File: config.mk
export PLATFORM = sky130hd
export DESIGN_NAME = bfe_front
export DESIGN_NICKNAME = d
export VERILOG_FILES = /design/src/design/bfe_pkg.sv /design/src/design/bfe_front.sv
export SDC_FILE = /design/constraint.sdc
export NUM_CORES = 2
export LEC_CHECK = 0
export ABC_AREA = 1
export BUFFER_PORTS_ARGS = -buffer_cell sky130_fd_sc_hd__buf_2
export CORE_UTILIZATION = 36
export DETAILED_ROUTE_END_ITERATION = 6
export PLACE_DENSITY_LB_ADDON = 0.05
export SYNTH_ARGS = -nofsm -noshare
export SYNTH_HDL_FRONTEND = slang
export SYNTH_SLANG_ARGS = --single-unit
export TNS_END_PERCENT = 5
File: constraint.sdc
create_clock -name clk -period 27.9 [get_ports clk]
set_input_delay 1.395 -clock clk [delete_from_list [all_inputs] [get_ports clk]]
set_output_delay 1.395 -clock clk [all_outputs]
set_load 0.05 [all_outputs]
File: src/design/bfe_pkg.sv
// ----------------------------------------------------------------------------
// bfe_pkg
// Shared types, constants and helpers of the Bloom filter engine.
// ----------------------------------------------------------------------------
package bfe_pkg;

	localparam int unsigned MAX_BITS   = 65536;
	localparam int unsigned MAX_HASHES = 4;
	localparam int unsigned ROW_BITS   = 32;
	localparam int unsigned ROWS       = MAX_BITS / ROW_BITS;
	localparam int unsigned ROW_AW     = $clog2(ROWS);
	localparam int unsigned BIT_AW     = $clog2(ROW_BITS);
	localparam int unsigned IDX_W      = $clog2(MAX_BITS);
	localparam int unsigned NBITS_W    = 17;
	localparam int unsigned NHASH_W    = 3;
	localparam int unsigned HIX_W      = $clog2(MAX_HASHES);

	localparam logic [31:0] MM_C1   = 32'hcc9e2d51;
	localparam logic [31:0] MM_C2   = 32'h1b873593;
	localparam logic [31:0] MM_ADD  = 32'he6546b64;
	localparam logic [31:0] MIX_C1  = 32'h85ebca6b;
	localparam logic [31:0] MIX_C2  = 32'hc2b2ae35;

	localparam logic [NBITS_W-1:0] BITS_MIN   = NBITS_W'(8);
	localparam logic [NBITS_W-1:0] BITS_MAX   = NBITS_W'(MAX_BITS);
	localparam logic [NHASH_W-1:0] HASHES_MAX = NHASH_W'(MAX_HASHES);

	localparam logic [31:0] SEED0_RST = 32'hAAAAAAAA;
	localparam logic [31:0] SEED1_RST = 32'h55555555;
	localparam logic [31:0] SEED2_RST = 32'h33333333;
	localparam logic [31:0] SEED3_RST = 32'hCCCCCCCC;

	typedef enum logic [1:0] {
		MODE_INSERT = 2'd0,
		MODE_LOOKUP = 2'd1,
		MODE_DELETE = 2'd2,
		MODE_NONE   = 2'd3
	} mode_t;

	typedef enum logic [2:0] {
		REG_BIT_COUNT  = 3'd0,
		REG_HASH_COUNT = 3'd1,
		REG_SEED_ZERO  = 3'd2,
		REG_SEED_ONE   = 3'd3,
		REG_SEED_TWO   = 3'd4,
		REG_SEED_THREE = 3'd5
	} reg_idx_t;

	typedef enum logic [2:0] {
		F_IDLE, F_MUL1, F_MUL2, F_LANES, F_PUSH
	} front_state_t;

	typedef enum logic [3:0] {
		B_CLEAR, B_IDLE, B_TAIL1, B_TAIL2, B_MIX0, B_MIX1, B_MIX2, B_DIV, B_RD, B_WR, B_DONE
	} back_state_t;

	typedef logic [MAX_HASHES-1:0][31:0] lanes_t;

	typedef struct packed {
		lanes_t              lanes;
		logic [23:0]         gather;
		logic [1:0]          pos;
		logic [31:0]         len;
		logic [1:0]          mode;
		logic [NBITS_W-1:0]  nbits;
		logic [NHASH_W-1:0]  nhash;
	} job_t;

	typedef struct packed {
		logic        present;
		logic [31:0] item_count;
	} result_t;

	// Handshake of a request moving into a short queue.
	typedef struct packed {
		logic push;
		logic full;
	} qlink_t;

	function automatic logic [31:0] mul32(input logic [31:0] a, input logic [31:0] b);
		logic [63:0] p;
		p = a * b;
		return p[31:0];
	endfunction

	function automatic logic [31:0] rotl15(input logic [31:0] x);
		return {x[16:0], x[31:17]};
	endfunction

	function automatic logic [31:0] rotl13(input logic [31:0] x);
		return {x[18:0], x[31:19]};
	endfunction

endpackage

File: src/design/bfe_front.sv
// ----------------------------------------------------------------------------
// bfe_front
// Takes key bytes, gathers 4-byte blocks and advances the hash lanes.
// ----------------------------------------------------------------------------
module bfe_front (
	input  logic                         clk,
	input  logic                         arst_n,
	input  logic                         take,
	input  logic [1:0]                   mode,
	input  logic [7:0]                   key_byte,
	input  logic                         byte_valid,
	input  logic                         last,
	input  logic [bfe_pkg::NBITS_W-1:0]  bit_count,
	input  logic [bfe_pkg::NHASH_W-1:0]  hash_count,
	input  logic [3:0][31:0]             seeds,
	output logic                         busy,
	output bfe_pkg::job_t                job,
	output bfe_pkg::qlink_t              jq_link,
	input  logic                         jq_full
);
	import bfe_pkg::*;

	front_state_t state_q, state_nx;
	logic         open_q;
	lanes_t       lanes_q, base_lanes;
	logic [23:0]  gather_q, base_gather, gather_nx;
	logic [1:0]   pos_q, base_pos;
	logic [31:0]  len_q, base_len;
	logic [1:0]   mode_q;
	logic         last_q;
	logic [31:0]  blk_q, k_q, mul_a, mul_b, prod;
	logic [NBITS_W-1:0] nbits_q, nbits_c;
	logic [NHASH_W-1:0] nhash_q, nhash_c;
	logic         push_c;

	always_comb begin
		for (int i = 0; i < MAX_HASHES; i++) begin
			base_lanes[i] = open_q ? lanes_q[i] : seeds[i % 4];
		end
		base_gather = open_q ? gather_q : 24'd0;
		base_pos    = open_q ? pos_q : 2'd0;
		base_len    = open_q ? len_q : 32'd0;
		case (base_pos)
			2'd0: gather_nx = {base_gather[23:8], key_byte};
			2'd1: gather_nx = {base_gather[23:16], key_byte, base_gather[7:0]};
			2'd2: gather_nx = {key_byte, base_gather[15:0]};
			default: gather_nx = base_gather;
		endcase
		if (bit_count < BITS_MIN) begin
			nbits_c = BITS_MIN;
		end else if (bit_count > BITS_MAX) begin
			nbits_c = BITS_MAX;
		end else begin
			nbits_c = bit_count;
		end
		if (hash_count == '0) begin
			nhash_c = NHASH_W'(1);
		end else if (hash_count > HASHES_MAX) begin
			nhash_c = HASHES_MAX;
		end else begin
			nhash_c = hash_count;
		end
	end

	assign mul_a = (state_q == F_MUL1) ? blk_q : rotl15(k_q);
	assign mul_b = (state_q == F_MUL1) ? MM_C1 : MM_C2;
	assign prod  = mul32(mul_a, mul_b);

	always_comb begin
		state_nx = state_q;
		case (state_q)
			F_IDLE: begin
				if (take && byte_valid && base_pos == 2'd3) begin
					state_nx = F_MUL1;
				end else if (take && last) begin
					state_nx = F_PUSH;
				end
			end
			F_MUL1:  state_nx = F_MUL2;
			F_MUL2:  state_nx = F_LANES;
			F_LANES: state_nx = last_q ? F_PUSH : F_IDLE;
			F_PUSH:  state_nx = jq_full ? F_PUSH : F_IDLE;
			default: state_nx = F_IDLE;
		endcase
	end

	always_comb begin
		busy   = (state_q != F_IDLE);
		push_c = (state_q == F_PUSH) && !jq_full;
	end

	always_ff @(posedge clk or negedge arst_n) begin
		if (!arst_n) begin
			state_q <= F_IDLE;
			open_q  <= 1'b0;
		end else begin
			state_q <= state_nx;
			if (take) begin
				open_q <= 1'b1;
			end else if (push_c) begin
				open_q <= 1'b0;
			end
		end
	end

	always_ff @(posedge clk) begin
		if (take) begin
			lanes_q <= base_lanes;
			mode_q  <= mode;
			last_q  <= last;
			nbits_q <= nbits_c;
			nhash_q <= nhash_c;
			if (byte_valid) begin
				len_q <= base_len + 32'd1;
				if (base_pos == 2'd3) begin
					blk_q    <= {key_byte, base_gather};
					gather_q <= 24'd0;
					pos_q    <= 2'd0;
				end else begin
					gather_q <= gather_nx;
					pos_q    <= base_pos + 2'd1;
				end
			end else begin
				len_q    <= base_len;
				gather_q <= base_gather;
				pos_q    <= base_pos;
			end
		end
		if (state_q == F_MUL1 || state_q == F_MUL2) begin
			k_q <= prod;
		end
		if (state_q == F_LANES) begin
			for (int i = 0; i < MAX_HASHES; i++) begin
				lanes_q[i] <= (rotl13(lanes_q[i] ^ k_q) << 2) + rotl13(lanes_q[i] ^ k_q)
					+ MM_ADD;
			end
		end
	end

	assign job.lanes  = lanes_q;
	assign job.gather = gather_q;
	assign job.pos    = pos_q;
	assign job.len    = len_q;
	assign job.mode   = mode_q;
	assign job.nbits  = nbits_q;
	assign job.nhash  = nhash_q;
	assign jq_link.push = push_c;
	assign jq_link.full = jq_full;

endmodule

======== Word-level counts from Yosys, hierarchy flattened ========
Index checks and enable logic that the tools add are counted.
cells by class
  add/subtract/negate cells ............... 10
  $mul .................................... 1
  magnitude comparators ................... 3
  eq/ne operators ......................... 9
  mux-type cells .......................... 26
  bitwise operators ....................... 4
  reductions and logical operators ........ 16
operators with widths
  operator                                              number
  2-to-1 mux 128 bit                                    2
  2-to-1 mux 32 bit                                     8
  adder 32 bit                                          4
  adder 32 bit (second input constant)                  4
  bitwise XOR 32 bit                                    4
  2-to-1 mux 24 bit                                     3
  one-hot mux 24 bit (3 select lines)                   1
  adder 32 x 1 -> 32 bit (second input constant)        1
  multiplier 32 x 32 -> 32 bit                          1
  > comparator 17 bit (second input constant)           1
  < comparator 17 x 4 -> 1 bit (second input constant)  1
  2-to-1 mux 17 bit                                     1
  2-to-1 mux 3 bit                                      5
  one-hot mux 3 bit (5 select lines)                    1
  equality test 3 x 2 -> 1 bit (second input constant)  2
  zero test 3 bit                                       2
  2-to-1 mux 2 bit                                      3
  equality test 2 bit (second input constant)           2
  logical AND 1 bit                                     4
  nonzero test 2 bit                                    2
  OR reduction 2 bit                                    2
  equality test 3 x 1 -> 1 bit (second input constant)  1
  equality test 3 bit (second input constant)           1
  > comparator 3 bit (second input constant)            1
  other kinds (11)                                      12
word-level totals
  register bits after elaboration ......... 277
  output and inout port bits .............. 211
  word-level logic and storage cells ...... 86

======== Longest topological paths before layout ========
  depth in word-level cells ............... 5
  mapped depth ............................ 35
  depth with buffers taken out ............ 35

======== Worst setup path before layout ========
OpenSTA, ideal clock, no wires.
  path type ............................... input -> register
  start ................................... input take
  end ..................................... register lanes_q (netlist bit job[100]) (enable)
  setup time .............................. 0.792 ns
  data arrival time ....................... 10.384 ns
  data required time ...................... 27.108 ns
  setup slack ............................. 16.723 ns
  stages .................................. 2
  path buffers ............................ 0
  cell sequence ........................... inv_1 o21ai_0
on the way
  cells in the longest elaborated chain, start to end .. 2
ends and longest elaborated chain
  item                                  line              source
  start: declaration                    bfe_front.sv:8    input logic take,
  nonzero test 2 bit (no source line)   -
  AND reduction 2 bit (no source line)  -
  end signal: assignment                bfe_front.sv:108  lanes_q <= base_lanes;
  end signal: indexed assignment        bfe_front.sv:134  lanes_q[i] <= (rotl13(lanes_q[i] ^ k_q) << 2) + rotl13(lanes_q[i] ^ k_q)
  end: declaration                      bfe_front.sv:25   lanes_t lanes_q, base_lanes;
Every way passes these cells.
A chain may end at the register's enable or synchronous reset.

======== Worst setup path after layout ========
  start ................................... register state_q[1]
  end ..................................... register k_q[30], data pin
on the way
  cells in the longest elaborated chain, start to end .. 3
ends and longest elaborated chain
  item                                         line                              source
  start: declaration                           bfe_front.sv:23                   front_state_t state_q, state_nx;
  start signal: assignment                     bfe_front.sv:97                   state_q <= state_nx;
  equality test 3 x 1 -> 1 bit *               bfe_front.sv:65, bfe_front.sv:66
  2-to-1 mux 32 bit, on equally long branches  bfe_front.sv:65, bfe_front.sv:66
  multiplier 32 x 32 -> 32 bit *               bfe_pkg.sv:82                     p = a * b;
  net prod[30]                                 bfe_front.sv:31                   logic [31:0] blk_q, k_q, mul_a, mul_b, prod;
  end signal: assignment                       bfe_front.sv:130                  k_q <= prod;
  end: declaration                             bfe_front.sv:31
Mark *: on every way through the listed nets, which the timed path passes. The rest lies on a longest branch.

==> impl_metrics.tcl <==
set metrics [dict create \
    status "finished, violations left" \
    violations "design-rule violations" \
    synth_xor_xnor_area_share_pct 6.80 \
    drtIter0Drc 1647 \
    relSlewSlack_pct 29.0 \
    fillers 9192 \
    dieArea_um2 90600 \
    postRouteAntennaNets 0 \
    rows 109 \
    critical_path.slowest_cell "nor2_1" \
    post_synth_num_cell_types 51 \
    core-area_um2 88500 \
    vias 26711 \
    fmax_mhz 124 \
    cts_tree "yes" \
    clock_latency_ns 0.58 \
    final.min_clock_period_ns 8.07 \
    cts_buffer_depth 3 \
    cap_violations 0 \
    crit_arrival_ns 8.39 \
    drtPass1Iterations 7 \
    worstSetupPathType "reg2reg" \
    synth_area_um2 32200 \
    muxShareOfSynthArea_pct 0 \
    critPathRequiredTime_ns 28.21 \
    fp.dieW_um 301 \
    ctsHoldBuffers 0 \
    gp_congestion 0.943 \
    postCtsResizedCells 0 \
    r2r_slack_ns 19.83 \
    nets 5062 \
    crit_path_frequent_cell "fa_1" \
    ioPinCount 375 \
    drt_wl_total_mm 119 \
    reg2reg_from "state_q[1]" \
    viasPerCell 4.92 \
    postCtsSetupBuffers 0 \
    max_stage_delay_ns 0.67 \
    tns_ns 0 \
    cp_max_fo 33 \
    synth_ff_type "edfxtp_1" \
    io_buffers 374 \
    synth_edf_count 273 \
    worst_r2r_endpoint "k_q[30]" \
    grt_pass1_vias 27283 \
    track_usage_pct 26.3 \
    synth_warnings 0 \
    async_flop_share_pct 1.44 \
    hold_start "last_q" \
    drc 26 \
    final_hold_viol_count 0 \
    avgRoutedWirePerCell_um 22.0 \
    start_kind "register" \
    place_hpwl_mm 98.7 \
    r2r_cells 27 \
    fin_crit_sh_pct 28.9 \
    die_y_um 301 \
    syn-instance-count 3840 \
    cts_made_buffers 37 \
    drive_gt1_share_pct 12.7 \
    synth_compound_area_share_pct 8.13 \
    avgSynthCellArea_um2 8.38 \
    cp-end-kind "register" \
    grt_pass1_wl_mm 174 \
    clkTransAtPathRegs_ns 0.06 \
    yosys.area_share.simple_pct 17.0 \
    ff_latch_area_um2 8300 \
    yosysSeqAreaShare_pct 25.8 \
    synthAdderAreaFrac_pct 31.7 \
    htreeDepth 2 \
    hold_path.class "reg2reg" \
    grt_max_degree 129 \
    root_buffer "clkbuf_16" \
    multiInputGateArea_um2 20600 \
    gr-total-overflow 0 \
    grt_antenna_before_repair 4 \
    synth_top_family_by_area "adder cells" \
    area_delta_synth_final_pct 14.1 \
    hold_path_end "state_q[2]" \
    min_path_cells 2 \
    worst_slew_pin_slew_ns 1.07 \
    initial_core_util_pct 36.4 \
    setup_viol 0 \
    rsz0062_at_grt "no" \
    ys_ff_latch 277 \
    clkSinkCount 277 \
    skew_ns 0.0263 \
    slew_violations 0 \
]
==> layer usage <==
layer	routed length (um)	track usage, %	part of all wire [%]
met1	53500	34.9	45
met2	57200	44.8	48
met3	6150	3.88	5.1
met4	2620	5.85	2.2
met5	0	0	0
==> cells in the mapped netlist, drive strengths merged, types with 19 or more instances <==
| cell type | number | area (um2) |
|---|---|---|
| nor3 | 32 | 181 |
| nand4 | 28 | 175 |
| a31oi | 61 | 382 |
| a21oi | 105 | 526 |
| inv | 812 | 3050 |
| o21ai | 158 | 798 |
| o21bai | 39 | 293 |
| xor2 | 91 | 797 |
| o22ai | 24 | 150 |
| fa | 245 | 4900 |
| clkbuf | 62 | 233 |
| nand3 | 144 | 743 |
| nor2 | 246 | 953 |
| edfxtp | 273 | 8200 |
| xnor2 | 159 | 1390 |
| ha | 422 | 5280 |
| nand2 | 793 | 2990 |
| or2 | 33 | 206 |
| nand3b | 20 | 150 |
| a21o | 19 | 143 |
==> per-stage QoR <==
stage / util (%) / worst slack [ns] / cell area [um2] / hold WS, ns / cells
after CTS: 41.5 / 19.85 / 36700 / 0.551 / 5424
after floorplan: - / 16.72 / 32300 / 0.506 / 3862
final: 41.5 / 19.83 / 36700 / 0.546 / 5427
after global placement: 40.2 / 20.02 / 35500 / 0.527 / 5357
after detailed placement: 40.2 / 19.86 / 35500 / 0.536 / 5357
after global routing: 41.5 / 19.38 / 36700 / 0.574 / 5425
==> worst max-delay path, delay by kind of cell, from the launching register on <==
| family | cells | cell delay [ns] |
|---|---|---|
| adder cells (fa/ha/maj) | 8 | 3.61 |
| AND/OR/NAND/NOR | 8 | 1.87 |
| AO/OA/AOI/OAI | 5 | 0.90 |
| buffers and inverters | 5 | 0.76 |
| flip-flops | 1 | 0.47 |
| XOR/XNOR | 1 | 0.16 |
==> cells in the final DEF (no fill, tap or decap), types with 33 or more instances in the layout <==
cell | netlist | routed
a21oi_1 | 105 | 105
a31oi_1 | 61 | 61
buf_2 | 4 | 373
buf_4 | 5 | 35
clkbuf_16 | 0 | 37
edfxtp_1 | 273 | 273
fa_1 | 245 | 245
ha_1 | 422 | 422
inv_1 | 806 | 806
nand2_1 | 788 | 787
nand3_1 | 141 | 141
nor2_1 | 240 | 240
o21ai_0 | 151 | 149
o21bai_1 | 39 | 39
or2_2 | 33 | 33
xnor2_1 | 159 | 159
xor2_1 | 91 | 91
==> state kept, by name (all words and copies together) (netlist names), 2 cells and up <==
| name | flops |
|---|---|
| job | 128 |
| blk_q | 32 |
| k_q | 32 |
| len_q | 32 |
| gather_q | 24 |
| nbits_q | 17 |
| nhash_q | 3 |
| state_q | 3 |
| mode_q | 2 |
| pos_q | 2 |
==> cells by family (layout without fill, tap and decap cells) <==
kind of cell / count (synthesis) / in the layout
AND/OR/NAND/NOR: 1306 / 1306
buffers and inverters: 893 / 1290
adder cells (fa/ha/maj): 667 / 667
AO/OA/AOI/OAI: 445 / 445
flip-flops: 277 / 277
XOR/XNOR: 250 / 250
other: 2 / 27
==> cell type report <==
cell class	count	area share, %
tap	1165	3.97
multi-input combinational	2692	56.1
clock buffer	43	2.64
clock inverter	24	0.511
antenna	3	0.0204
timing repair buffer	409	5.86
sequential	277	22.6
inverter	814	8.33
==> how the worst max path moves through the flow <==
stage | startpoint | to | slack [ns] | depth (start not counted)
2_1_floorplan | take | job[100] | 16.72 | 2
3_3_place_gp | state_q[1] | k_q[31] | 20.02 | 24
3_5_place_dp | state_q[1] | k_q[31] | 19.86 | 24
4_1_cts | state_q[1] | k_q[31] | 19.85 | 24
5_1_grt | state_q[1] | k_q[30] | 19.38 | 25
6_report | state_q[1] | k_q[30] | 19.83 | 27
Power is left out: the tool's default activity adds up to more than one toggle a clock period on the data nets, which glitch-free logic cannot reach.
