--- config.mk ---
export PLATFORM = sky130hd
export DESIGN_NAME = bfe_resq
export DESIGN_NICKNAME = d
export VERILOG_FILES = /design/src/design/bfe_pkg.sv /design/src/design/bfe_resq.sv
export SDC_FILE = /design/constraint.sdc
export NUM_CORES = 1
export LEC_CHECK = 0
export BUFFER_PORTS_ARGS = -buffer_cell sky130_fd_sc_hd__buf_2
export CAP_MARGIN = 40
export CELL_PAD_IN_SITES_DETAIL_PLACEMENT = 1
export CELL_PAD_IN_SITES_GLOBAL_PLACEMENT = 2
export CORE_AREA = 5 5 98 109
export CTS_BUF_LIST = sky130_fd_sc_hd__clkbuf_4 sky130_fd_sc_hd__clkbuf_8 sky130_fd_sc_hd__clkbuf_16
export DETAILED_ROUTE_END_ITERATION = 10
export DIE_AREA = 0 0 103 114
export PLACE_DENSITY_LB_ADDON = 0.1
export SYNTH_ARGS = -nofsm -noshare
export SYNTH_HDL_FRONTEND = slang
export SYNTH_SLANG_ARGS = --single-unit
--- constraint.sdc ---
create_clock -name clk -period 7.7 [get_ports clk]
set_input_delay 0.77 -clock clk [delete_from_list [all_inputs] [get_ports clk]]
set_output_delay 0.77 -clock clk [all_outputs]
set_load 0.005 [all_outputs]
--- src/design/bfe_pkg.sv ---
// ----------------------------------------------------------------------------
// bfe_pkg
// Shared types, constants and helpers of the Bloom filter engine.
// ----------------------------------------------------------------------------
package bfe_pkg;

	localparam int unsigned MAX_BITS   = 65536;
	localparam int unsigned MAX_HASHES = 4;
	localparam int unsigned ROW_BITS   = 32;
	localparam int unsigned ROWS       = MAX_BITS / ROW_BITS;
	localparam int unsigned ROW_AW     = $clog2(ROWS);
	localparam int unsigned BIT_AW     = $clog2(ROW_BITS);
	localparam int unsigned IDX_W      = $clog2(MAX_BITS);
	localparam int unsigned NBITS_W    = 17;
	localparam int unsigned NHASH_W    = 3;
	localparam int unsigned HIX_W      = $clog2(MAX_HASHES);

	localparam logic [31:0] MM_C1   = 32'hcc9e2d51;
	localparam logic [31:0] MM_C2   = 32'h1b873593;
	localparam logic [31:0] MM_ADD  = 32'he6546b64;
	localparam logic [31:0] MIX_C1  = 32'h85ebca6b;
	localparam logic [31:0] MIX_C2  = 32'hc2b2ae35;

	localparam logic [NBITS_W-1:0] BITS_MIN   = NBITS_W'(8);
	localparam logic [NBITS_W-1:0] BITS_MAX   = NBITS_W'(MAX_BITS);
	localparam logic [NHASH_W-1:0] HASHES_MAX = NHASH_W'(MAX_HASHES);

	localparam logic [31:0] SEED0_RST = 32'hAAAAAAAA;
	localparam logic [31:0] SEED1_RST = 32'h55555555;
	localparam logic [31:0] SEED2_RST = 32'h33333333;
	localparam logic [31:0] SEED3_RST = 32'hCCCCCCCC;

	typedef enum logic [1:0] {
		MODE_INSERT = 2'd0,
		MODE_LOOKUP = 2'd1,
		MODE_DELETE = 2'd2,
		MODE_NONE   = 2'd3
	} mode_t;

	typedef enum logic [2:0] {
		REG_BIT_COUNT  = 3'd0,
		REG_HASH_COUNT = 3'd1,
		REG_SEED_ZERO  = 3'd2,
		REG_SEED_ONE   = 3'd3,
		REG_SEED_TWO   = 3'd4,
		REG_SEED_THREE = 3'd5
	} reg_idx_t;

	typedef enum logic [2:0] {
		F_IDLE, F_MUL1, F_MUL2, F_LANES, F_PUSH
	} front_state_t;

	typedef enum logic [3:0] {
		B_CLEAR, B_IDLE, B_TAIL1, B_TAIL2, B_MIX0, B_MIX1, B_MIX2, B_DIV, B_RD, B_WR, B_DONE
	} back_state_t;

	typedef logic [MAX_HASHES-1:0][31:0] lanes_t;

	typedef struct packed {
		lanes_t              lanes;
		logic [23:0]         gather;
		logic [1:0]          pos;
		logic [31:0]         len;
		logic [1:0]          mode;
		logic [NBITS_W-1:0]  nbits;
		logic [NHASH_W-1:0]  nhash;
	} job_t;

	typedef struct packed {
		logic        present;
		logic [31:0] item_count;
	} result_t;

	// Handshake of a request moving into a short queue.
	typedef struct packed {
		logic push;
		logic full;
	} qlink_t;

	function automatic logic [31:0] mul32(input logic [31:0] a, input logic [31:0] b);
		logic [63:0] p;
		p = a * b;
		return p[31:0];
	endfunction

	function automatic logic [31:0] rotl15(input logic [31:0] x);
		return {x[16:0], x[31:17]};
	endfunction

	function automatic logic [31:0] rotl13(input logic [31:0] x);
		return {x[18:0], x[31:19]};
	endfunction

endpackage

--- src/design/bfe_resq.sv ---
// ----------------------------------------------------------------------------
// bfe_resq
// Two-entry result queue that presents the oldest result to the output side.
// ----------------------------------------------------------------------------
module bfe_resq (
	input  logic              clk,
	input  logic              arst_n,
	input  bfe_pkg::qlink_t   link,
	input  bfe_pkg::result_t  wdata,
	output logic              full,
	input  logic              pop,
	output bfe_pkg::result_t  rdata,
	output logic              empty
);
	import bfe_pkg::*;

	result_t    slot_q [2];
	logic       wp_q, rp_q;
	logic [1:0] cnt_q;
	logic       wr, rd;

	assign full  = (cnt_q == 2'd2);
	assign empty = (cnt_q == 2'd0);
	assign rdata = slot_q[rp_q];
	assign wr    = link.push && !full;
	assign rd    = pop && !empty;

	always_ff @(posedge clk or negedge arst_n) begin
		if (!arst_n) begin
			wp_q  <= 1'b0;
			rp_q  <= 1'b0;
			cnt_q <= 2'd0;
		end else begin
			if (wr) begin
				wp_q <= ~wp_q;
			end
			if (rd) begin
				rp_q <= ~rp_q;
			end
			cnt_q <= cnt_q + 2'(wr ? 1 : 0) - 2'(rd ? 1 : 0);
		end
	end

	always_ff @(posedge clk) begin
		if (wr) begin
			slot_q[wp_q] <= wdata;
		end
	end

endmodule

# Word level (Yosys, flattened, before mapping)
# Memory sizes are Yosys's and may differ from the RTL's.
# Cells that the tools add are included.
[classes]
n_addsub = 2
eq_ne = 1
muxes = 4
bitwise_logic = 2
n_reduce_logical = 5
[op_table]
columns = ["op", "n"]
rows = [
  ["1-bit 2-to-1 mux", 4],
  ["2-bit by 1-bit adder with 2-bit output", 1],
  ["2-bit equality test (second input constant)", 1],
  ["1-bit logical AND", 2],
  ["1-bit logical NOT", 2],
  ["2-bit logical NOT", 1],
  ["1-bit inverter", 2],
  ["2-bit by 1-bit subtractor with 2-bit output", 1],
]
[totals]
regBits = 4
mem_bits_rw = 66
input_bits = 38
output_inout_bits = 35
wordCells = 18
n_memories = 1
[mem_list]
columns = ["memory", "depth", "width", "read_ports", "rd_ports_with_merged_regs", "write_ports", "line", "source"]
rows = [
  ["slot_q", 2, 33, 1, 0, 1, "bfe_resq.sv:17", "result_t slot_q [2];"],
]

# Logic depth before layout (Yosys ltp)
# Gate-level depths: netlist (run 1).
[depth]
word_depth = 6
ltp_mapped = 7
depth_no_buf = 7

# Worst setup path after synthesis (run 1)
# No wires, ideal clock.
[synth_path]
kind = "input to register"
start = "in link[1] (netlist name)"
end = "mem slot_q[0][0] (netlist name), enable pin"
setup_time_ps = 423
arrival_time_ps = 2260
required_ps = 7277
setup_slack_ps = 5017
path_stages = 2
path_buffers = 0
path_cell_list = "nand2_1 -> nor2_1"
[synth_via]
elab_chain_cells = 3
[synth_lines]
columns = ["item", "line", "source"]
rows = [
  ["start, declared", "bfe_resq.sv:8", "input bfe_pkg::qlink_t link,"],
  ["1-bit logical AND", "bfe_resq.sv:25", "assign wr = link.push && !full;"],
  ["1-bit 2-to-1 mux", "bfe_resq.sv:45", "if (wr) begin"],
  ["1-bit 2-to-1 mux (not written as such)", "bfe_resq.sv:46", "slot_q[wp_q] <= wdata;"],
  ["end, declared", "bfe_resq.sv:17", ""],
]
# No other way between the ends.

==> results of run 1 <==
cell families after synthesis:
kind of cell  count (synthesis)  synth area share [%]
mux                          33                  17.6
simple gates                  6                  1.19
flops                        70                  76.2
buf+inv                       6                  2.88
xor+xnor                      4                  1.28
fa+ha+maj                     2                 0.915
synthesized netlist by cell type:
master and n:
inv_1 2, ha_1 2, xor2_1 1, mux2_2 4, nand2_1 1, and3_1 1, nand2b_1 1, edfxtp_1 66
buf_12 3, nor2_1 2, xnor2_1 3, buf_6 1, dfrtp_1 4, mux2_4 29, nor2b_2 1
sequential cells by signal, indices dropped and copies added (netlist names):
signal / cells
slot_q: 66
cnt_q: 2
rp_q: 1
wp_q: 1
cells in the final DEF (no fill, tap or decap):
| cell | instances |
|---|---|
| buf_2 | 71 |
| edfxtp_1 | 66 |
| mux2_4 | 29 |
| clkbuf_8 | 9 |
| mux2_2 | 4 |
| xnor2_1 | 3 |
| clkinv_2 | 3 |
| dfrtp_1 | 3 |
| inv_1 | 2 |
| ha_1 | 2 |
| clkbuf_4 | 2 |
| buf_12 | 2 |
| nand2b_1 | 1 |
| nand2_1 | 1 |
| and3_2 | 1 |
| nor2_4 | 1 |
| nor2_1 | 1 |
| nor2b_2 | 1 |
| xor2_1 | 1 |
| clkinvlp_4 | 1 |
| clkinv_1 | 1 |
| dfrtp_2 | 1 |
per-stage QoR:
step                      worst slack [ps]  hold WS (ps)  power (µW)
final                                 5160           236        1210
after global routing                  5050           207        1280
after CTS                             5100           207        1240
after detailed placement              5490           536         983
after global placement                5270           487         951
after floorplan                       5020           461         846
final cells by class:
| cell class | instances | area, µm² |
|---|---|---|
| Inverter | 2 | 7.51 |
| Fill cell | 1009 | 6220 |
| Multi-Input combinational cell | 45 | 582 |
| Timing Repair Buffer | 73 | 395 |
| Tap cell | 120 | 150 |
| Clock buffer | 11 | 139 |
| Sequential cell | 70 | 2080 |
| Clock inverter | 5 | 26.3 |
routing by layer:
| metal | track usage, % | share of wire (%) |
|---|---|---|
| met2 | 16.6 | 55 |
| met5 | 0 | 0 |
| met4 | 5.18 | 1.5 |
| met3 | 3.55 | 6.6 |
| met1 | 9.44 | 36 |
final timing paths:
check / start / end / slack [ps] / cells past startpoint
min in group clk: cnt_q[1] / cnt_q[1] / 540 / 1
max in group asynchronous: arst_n / rp_q / 7330 / 1
worst min register to register: cnt_q[1] / cnt_q[1] / 540 / 1
worst max-delay path: rp_q / rdata[0] / 5160 / 3
worst min-delay path: arst_n / cnt_q[1] / 240 / 1
worst max register to register: cnt_q[1] / slot_q[1][7] / 5990 / 2
where the power goes:
part           total, µW  switching (µW)  internal [µW]  leakage, µW
sequential           571            47.6            523     0.000658
clock                249             127            121    0.0000874
combinational        386             167            220     0.000611
total               1210             341            864      0.00136
critical path, stage by stage (launching register included):
cell and delay, ps:
dfrtp_2 670, buf_12 270, mux2_2 360, buf_2 130
==> impl_results.md, run 1 <==
* Clock sink total at 70
* DRT Wirelength at 5.21 mm
* Initial antenna violation count at 0
* Die Span X at between 100 and 150 µm
* Core area at about 9600 µm²
* Max Cap Viol at 0
* CP max FO at 21
* Initial Util at between 20 and 30%
* Synthesized area at 2730 µm²
* Critical path arrival at about 1800 ps
* Yosys cell types at 15
* Vias at 1357
* Avg WL per Cell at 16.0 µm
* Non-filler cells in the finished layout at 326
* Req. time, crit path at 6930 ps
* First-iteration detailed-routing DRC count at 31
* Diodes inserted at 0
* PortBufs at 71
* Critical path class: reg2out
* Root Buffer: clkbuf_8
* Number of hold buffers added after cts at 0
* Routed Antenna Nets at 0
* Die H at about 110 µm
* DPL Wire Length at 3.52 mm
* H-tree levels at 3
* Clock-pin slew on the worst setup and hold paths at 70 ps
* Clk_skew at about 6.1 ps
* Final setup fails at 0
* Placement Rows at 38
* Minimum clock period at 2540 ps
* Headroom to the max-slew limit at 42.6%
* Seq cells post-synth at 70
* Hold Vio Cnt, Final at 0
* Worst hold path class: in2async
* Final Max Tran Viols at 0
* Total CTS buffers at 9
* Top cell type's share of synthesized area at 72.5%
* Drt drc at 0
* Fmax achieved at 0.394 GHz
* Fin crit share at 32.9%
* Global placement routability congestion at 0.634
* Grt ovf at 0
* Global-route wire length before repair at 7.96 mm
* Number of gates resized after cts at 0
* Tot GR Track Use at 9.44%
* Pin count of the biggest net entering global routing at 34
* Die area at 11700 µm²
* TritonCTS clock tree: done
* Layout cell share with drive strength beyond 1 at between 60% and 70%
* Worst VDD drop at roughly 0.2 mV
* Fin util at 35.2%
* Post-CTS Setup Inserts at 0
* Vias in the first global route at 1566
* IO Count at between 70 and 80
* Post-synth top area cell: edfxtp_1
* Status: complete, no violations
* Syn nets at about 160
* Final Instance Area at approximately 3400 µm²
* Placed cell areas at 3220 µm²
* Static leakage at roughly 0.0014 µW
* Skew-Pair Late Insertion Delay at 330 ps
* Synth Area per Inst at 22.6 µm²
* Synthesis Warnings at 0
* Synth area leaders: edfxtp_1 (72%), mux2_4 (16%), dfrtp_1 (3.7%)
* 1st-pass router iterations at 4
* Crit start category: register
* Crit path capture type: output port
* Seq/Total Area, Yosys at between 70% and 80%
* Power per cell area at 356 nW/µm²
* Area Growth Syn to Fin at 23.8%
* RSZ-0062 raised after global routing: false
* Drt via density at 4.16
* Synth Instances at around 120
* Number of buffers on the longest clock path at 2
* Final setup TNS at 0 ps
* Least-Margin Pin Slew at 860 ps
* Placed instance count at 310
* Final layout net count at 241
Power figures use the tool's default switching activity.
==> inputs of run 2 (changes only) <==
--- a/config.mk
+++ b/config.mk
@@ -5,14 +5,15 @@
 export SDC_FILE = /design/constraint.sdc
 export NUM_CORES = 1
 export LEC_CHECK = 0
+export ABC_AREA = 1
 export BUFFER_PORTS_ARGS = -buffer_cell sky130_fd_sc_hd__buf_2
 export CAP_MARGIN = 40
 export CELL_PAD_IN_SITES_DETAIL_PLACEMENT = 1
 export CELL_PAD_IN_SITES_GLOBAL_PLACEMENT = 2
-export CORE_AREA = 5 5 98 109
+export CORE_AREA = 5 5 97 108
 export CTS_BUF_LIST = sky130_fd_sc_hd__clkbuf_4 sky130_fd_sc_hd__clkbuf_8 sky130_fd_sc_hd__clkbuf_16
 export DETAILED_ROUTE_END_ITERATION = 10
-export DIE_AREA = 0 0 103 114
+export DIE_AREA = 0 0 102 113
 export PLACE_DENSITY_LB_ADDON = 0.1
 export SYNTH_ARGS = -nofsm -noshare
 export SYNTH_HDL_FRONTEND = slang
==> constraint.sdc (replaced) <==
create_clock -name clk -period 2.1 [get_ports clk]
set_input_delay 0.21 -clock clk [delete_from_list [all_inputs] [get_ports clk]]
set_output_delay 0.21 -clock clk [all_outputs]
set_load 0.005 [all_outputs]
==> run 2 against run 1 <==
Compared with the run above: register-to-register slack got worse by 5300 ps; design area grew 2.6%; setup slack lost 4900 ps; utilization rose by 2.5 points; area after synthesis shrank 1.4%; cell count is 25% higher; critical path depth rose by 1; worst hold slack got worse by 180 ps; sequential power rose to 3.6 times the previous value; first-iteration DRC count increased by 68%; critical endpoint is now rdata[24]; largest cell class unchanged.
==> impl_results.md, run 2 <==
* Status: complete, no violations
* Hold slack at approximately 59 ps
* Commonest non-fill, non-tap cell in the layout: nand2_1
* Yosys cell types at 12
* M1 GR Usage at 12.4%
* Global placement routability congestion at roughly 0.69
* Number of buffers on the longest clock path at 2
* Fin util at between 30% and 40%
* Slowest cell on crit path: dfrtp_1
* Multi-input logic area at just under 500 µm²
* Fmax achieved at ~0.54 GHz
* Synthesized area at 2700 µm²
* Die area at 11500 µm²
* IO Count at 73
* Sw frac at 30.7%
* Max Cap Viol at 0
* First-iteration detailed-routing DRC count at 52
* Largest Register: slot_q
* Synth Flop Type: edfxtp_1
* Final setup TNS at 0 ps
* Top cell type's share of synthesized area at 73.5%
* Initial Util at 29.3%
* Biggest registers after layout: slot_q (66), cnt_q (2)
* Number of gates resized after cts at 0
* H-tree levels at 3
* Final layout net count at around 330
* TritonCTS clock tree: done
* Commonest cells after routing, fill and taps aside: nand2_1 (102), buf_2 (71), edfxtp_1 (66)
* Final Max Tran Viols at 0
* Tot GR Track Use at a little over a tenth
* Die Span X at 102 µm
* Synth Instances at 206
* Slowest cell delay on critical path at 680 ps
* Vias at about 1700
* Die H at 113 µm
* Total CTS buffers at 9
* Routed Antenna Nets at 0
* Post-synth top cells: nand2_1 (102), edfxtp_1 (66), inv_1 (10), nand2_2 (10)
* Crit path capture type: output port
* Critical path class: reg2out
* Most numerous cell in the Yosys netlist: nand2_1
* Clk_skew at 6.62 ps
* Global-route wire length before repair at between 8 and 9 mm
* Placement Rows at 37
* Root Buffer: clkbuf_8
* Most crowded layer after global routing: met2
* Clock-pin slew on the worst setup and hold paths at 80 ps
* Share of total power in the clock network at 28.8%
* Syn nets at 246
* Async set-or-reset flop fraction in the synthesized netlist at under 10%
* Post-CTS Setup Inserts at 0
* Register area at 2080 µm²
* M3 GR Usage at 3.95%
* Static leakage at around 0.0015 µW
* Met2 usage at 17.2%
* Synth area leaders: edfxtp_1 (74%), nand2_1 (14%), dfrtp_1 (3.7%)
* Final setup fails at 0
* Avg WL per Cell at 14.0 µm
* Skew-Pair Late Insertion Delay at 330 ps
* Seq/Total Area, Yosys at 77.3%
* Fin crit share at 88.1%
* Worst hold path class: in2reg
* Worst VDD drop at 0.426 mV
* Crit start category: register
* Crit-path most repeated cell: nand2_1
* Grt ovf at 0
* Worst-path cell chain: buf_4, nand2_1, nand2_1, buf_2
* Area Growth Syn to Fin at 28.8%
* Hold Vio Cnt, Final at 0
* Sequential power share at 41.5%
* Power per cell area at 1410 nW/µm²
* Number of flops mapped to enable cells by yosys at 66
* Drt drc at 0
* Headroom to the max-slew limit at 63.8%
* Initial antenna violation count at 0
* Crit path max-delay family: flip-flops
* Synth Area per Inst at 13.1 µm²
* Vias in the first global route at 1800
* Post-synth top area cell: edfxtp_1
* Comb power frac at 29.8%
* Max FFs per register at 66
* Switch Pwr at 1500 µW
* Req. time, crit path at 1890 ps
* CP max FO at 14
* Minimum clock period at 1850 ps
* Clock sink total at 70
* CP Buf/Inv Count at 2
* PortBufs at 71
* Synthesis Warnings at 0
* Critical path arrival at 1640 ps
* 1st-pass router iterations at 4
* RSZ-0062 raised after global routing: false
* DRT Wirelength at 5.69 mm
* Pre-CTS setup slack at 553 ps
* Final worst setup slack at 250 ps
* Core area at just over 9000 µm²
* Number of hold buffers added after cts at 1
* Pint at 3390 µW
* Pin count of the biggest net entering global routing at 35
* Drt via density at 4.15
* Placed instance count at 391
* Layout cell share with drive strength beyond 1 at 35.4%
* Non-filler cells in the finished layout at 408
* Diodes inserted at 0
* DPL Wire Length at 3.79 mm
* Least-Margin Pin Slew at between 500 and 600 ps
* Filler cells at 1018
* Seq cells post-synth at 70
-- run 2: changes by cell type in the layout (fill, tap and decap cells not counted), sizes merged, moves of 2 or more --
cell and change:
buf +2, bufinv +4, clkinv -2, inv +9, mux2 -33, nand2 +111, nand3 +3, xnor2 -3
-- run 2: final timing paths --
kind                           start  cells past startpoint             to  slack [ps]
setup / recovery                rp_q                      4      rdata[24]         250
max in group asynchronous     arst_n                      2           wp_q        1770
hold / removal             wdata[23]                      1  slot_q[0][23]          60
min in group asynchronous     arst_n                      2       cnt_q[0]         210
hold reg to reg                 wp_q                      2           wp_q         490
setup reg to reg            cnt_q[1]                      8       cnt_q[1]         680
-- run 2: power groups by stage --
stage / Sequential, µW / Combinational, µW / Clock [µW]
detailed placement: 2070 / 1530 / 0
CTS: 2040 / 1530 / 1460
floorplan: 2010 / 915 / 0
global placement: 2050 / 1520 / 0
finish: 2030 / 1460 / 1410
global route: 2060 / 1680 / 1530
-- run 2: cell type report --
class	count	share of cell area, %
flip-flops and latches	70	60.0
multi-input cells	118	14.3
repair buffers	76	12.5
well taps	117	4.22
clock inverters	6	3.86
clock buffers	10	3.78
inverters	11	1.41
-- run 2: cells by family after synthesis --
group / after synthesis / share of synthesized area [%]
fa+ha+maj: 2 / 0.928
buf+inv: 18 / 4.60
flops: 70 / 77.3
simple gates: 116 / 17.2
-- run 2: stage by stage --
| step | cell area, µm² | power [µW] |
|---|---|---|
| final | 3470 | 4890 |
| after global routing | 3470 | 5270 |
| after CTS | 3470 | 5030 |
| after detailed placement | 3200 | 3600 |
| after global placement | 3200 | 3570 |
| after floorplan | 2700 | 2930 |
-- run 2: routing by layer --
metal,vias up,routed length (µm)
met3,6,349
met1,801,2380
li1,840,-
met5,-,0
met4,0,48
met2,46,2920
-- run 2: worst reg2reg max path, delay by kind of cell (launching register included) --
kind | cells | cell delay [ps]
flops | 1 | 390
buf+inv | 2 | 100
fa+ha+maj | 2 | 470
simple gates | 4 | 350
==> inputs of run 3 (changes only) <==
--- a/config.mk
+++ b/config.mk
@@ -5,15 +5,14 @@
 export SDC_FILE = /design/constraint.sdc
 export NUM_CORES = 1
 export LEC_CHECK = 0
-export ABC_AREA = 1
 export BUFFER_PORTS_ARGS = -buffer_cell sky130_fd_sc_hd__buf_2
 export CAP_MARGIN = 40
 export CELL_PAD_IN_SITES_DETAIL_PLACEMENT = 1
 export CELL_PAD_IN_SITES_GLOBAL_PLACEMENT = 2
-export CORE_AREA = 5 5 97 108
+export CORE_AREA = 5 5 98 109
 export CTS_BUF_LIST = sky130_fd_sc_hd__clkbuf_4 sky130_fd_sc_hd__clkbuf_8 sky130_fd_sc_hd__clkbuf_16
 export DETAILED_ROUTE_END_ITERATION = 10
-export DIE_AREA = 0 0 102 113
+export DIE_AREA = 0 0 103 114
 export PLACE_DENSITY_LB_ADDON = 0.1
 export SYNTH_ARGS = -nofsm -noshare
 export SYNTH_HDL_FRONTEND = slang
==> run 3 against run 2 <==
Compared with the run above: sequential power hardly changed; critical path depth is 1 lower; total power is 4.5% lower; global-route usage is 1.2 points lower.
==> impl_results.md, run 3 (synthesis results as in run 1) <==
* Die Span X at 103 µm
* Non-filler cells in the finished layout at 331
* Filler cells at between 1000 and 1500
* R2r startpoint: cnt_q[1]
* Drt via density at 4.12
* Req. time, crit path at 1890 ps
* M3 GR Usage at between 3 and 4%
* M1 GR Usage at 8.48%
* First-iteration detailed-routing DRC count at 50
* Placed instance count at between 300 and 400
* Worst VDD drop at around 0.55 mV
* 1st-pass router iterations at 4
* Critical path class: reg2out
* Final setup fails at 0
* Global-route wire length before repair at 7.95 mm
* Static leakage at 0.00139 µW
* Commonest cells after routing, fill and taps aside: buf_2 (71), edfxtp_1 (66), mux2_4 (29)
* Initial Util at between 20 and 30%
* Placement Rows at 38
* Largest Register: slot_q
* IO Count at 73
* Max FFs per register at 66
* Status: complete, no violations
* Worst hold path class: in2reg
* CP max FO at 19
* Worst hold stages at 1
* Final layout net count at 246
* Least-Margin Pin Slew at 454 ps
* Area Growth Syn to Fin at 26.5%
* Initial antenna violation count at 0
* Number of buffers on the longest clock path at 2
* Layout cell share with drive strength beyond 1 at 60.2%
* PortBufs at 71
* Register area at 2080 µm²
* Worst R2R End: cnt_q[1]
* Hold Crit Start: wdata[8]
* Skew-Pair Late Insertion Delay at 330 ps
* Minimum clock period at 1730 ps
* Tot GR Track Use at 9.33%
* Core area at slightly below 10000 µm²
* Most crowded layer after global routing: met2
* Hold Vio Cnt, Final at 0
* Die area at 11700 µm²
* Fmax achieved at 0.578 GHz
* DPL Wire Length at 3.86 mm
* Avg WL per Cell at roughly 16 µm
* TritonCTS clock tree: done
* Fin util at about 36%
* Die H at between 100 and 150 µm
* Worst r2r path cells at 7
* Routed Antenna Nets at 0
* Global placement routability congestion at 0.693
* Drt drc at 0
* DRT Wirelength at roughly 5.3 mm
* Worst setup path startpoint: rp_q
* Final setup TNS at 0 ps
* Pin count of the biggest net entering global routing at 22
* Sink of the worst hold path: slot_q[1][8]
* R2r setup slk at between 300 and 400 ps
* Clk_skew at approximately 11 ps
* Crit start category: register
* Biggest registers after layout: slot_q (66), cnt_q (2)
* Root Buffer: clkbuf_8
* Met2 usage at around 17%
* Headroom to the max-slew limit at between 60% and 70%
* Commonest non-fill, non-tap cell in the layout: buf_2
* Power per cell area at 1350 nW/µm²
* Clock-pin slew on the worst setup and hold paths at 80 ps
* Total CTS buffers at 9
* Diodes inserted at 0
* Critical path arrival at between 1500 and 2000 ps
* Grt ovf at 0
* Max Cap Viol at 0
* Multi-input logic area at 582 µm²
* Vias at 1365
* Vias in the first global route at approximately 1700
* RSZ-0062 raised after global routing: false
* H-tree levels at 3
* Crit path capture type: output port
* Clock sink total at 70
* Fin crit share at 82.4%
* Final Max Tran Viols at 0
## run 3: final cells by class
type	instances	area share (%)
Sequential cell	70	60.3
Multi-Input combinational cell	45	16.8
Timing Repair Buffer	78	12.2
Tap cell	120	4.34
Clock buffer	9	3.58
Clock inverter	7	2.53
Inverter	2	0.217
## run 3: stage by stage
step / hold slack, ps / total power (µW) / setup slack, ps / instance area, µm²
after floorplan: -85.6 / 3100 / 227 / 2740
after global placement: 16.0 / 3530 / 487 / 3240
after detailed placement: 20.3 / 3630 / 353 / 3240
after CTS: 43.1 / 4790 / 322 / 3460
after global routing: 39.9 / 4950 / 282 / 3460
final: 62.9 / 4670 / 370 / 3460
## run 3: worst max-delay path by stage
stage	cells after the start	to
6_report	3	rdata[32]
5_1_grt	3	rdata[32]
4_1_cts	3	rdata[32]
3_5_place_dp	4	slot_q[0][28]
3_3_place_gp	4	slot_q[0][31]
2_1_floorplan	3	slot_q[0][0]
## run 3: report_power, final
part	internal [µW]	switching (µW)	leakage (µW)	total [µW]
clock	661	482	0.000102	1140
combinational	819	695	0.000631	1510
sequential	1920	101	0.000658	2020
## run 3: critical path, cell delays in order (launching register included)
cell     delay (ps)
dfrtp_2         350
buf_4           320
mux2_2          380
buf_2           130
## run 3: layer usage
| metal | vias to the layer above | part of all wire (%) |
|---|---|---|
| met5 | - | 0 |
| met4 | 0 | 3.4 |
| met3 | 16 | 7.3 |
| met2 | 47 | 55 |
| met1 | 665 | 34 |
| li1 | 637 | - |
## run 3: timing repair
item                      4_1_cts  5_1_grt
setup buffers                   0        0
hold buffers                    1        0
hold endpoints to repair        4        0
gates resized for setup         0        0
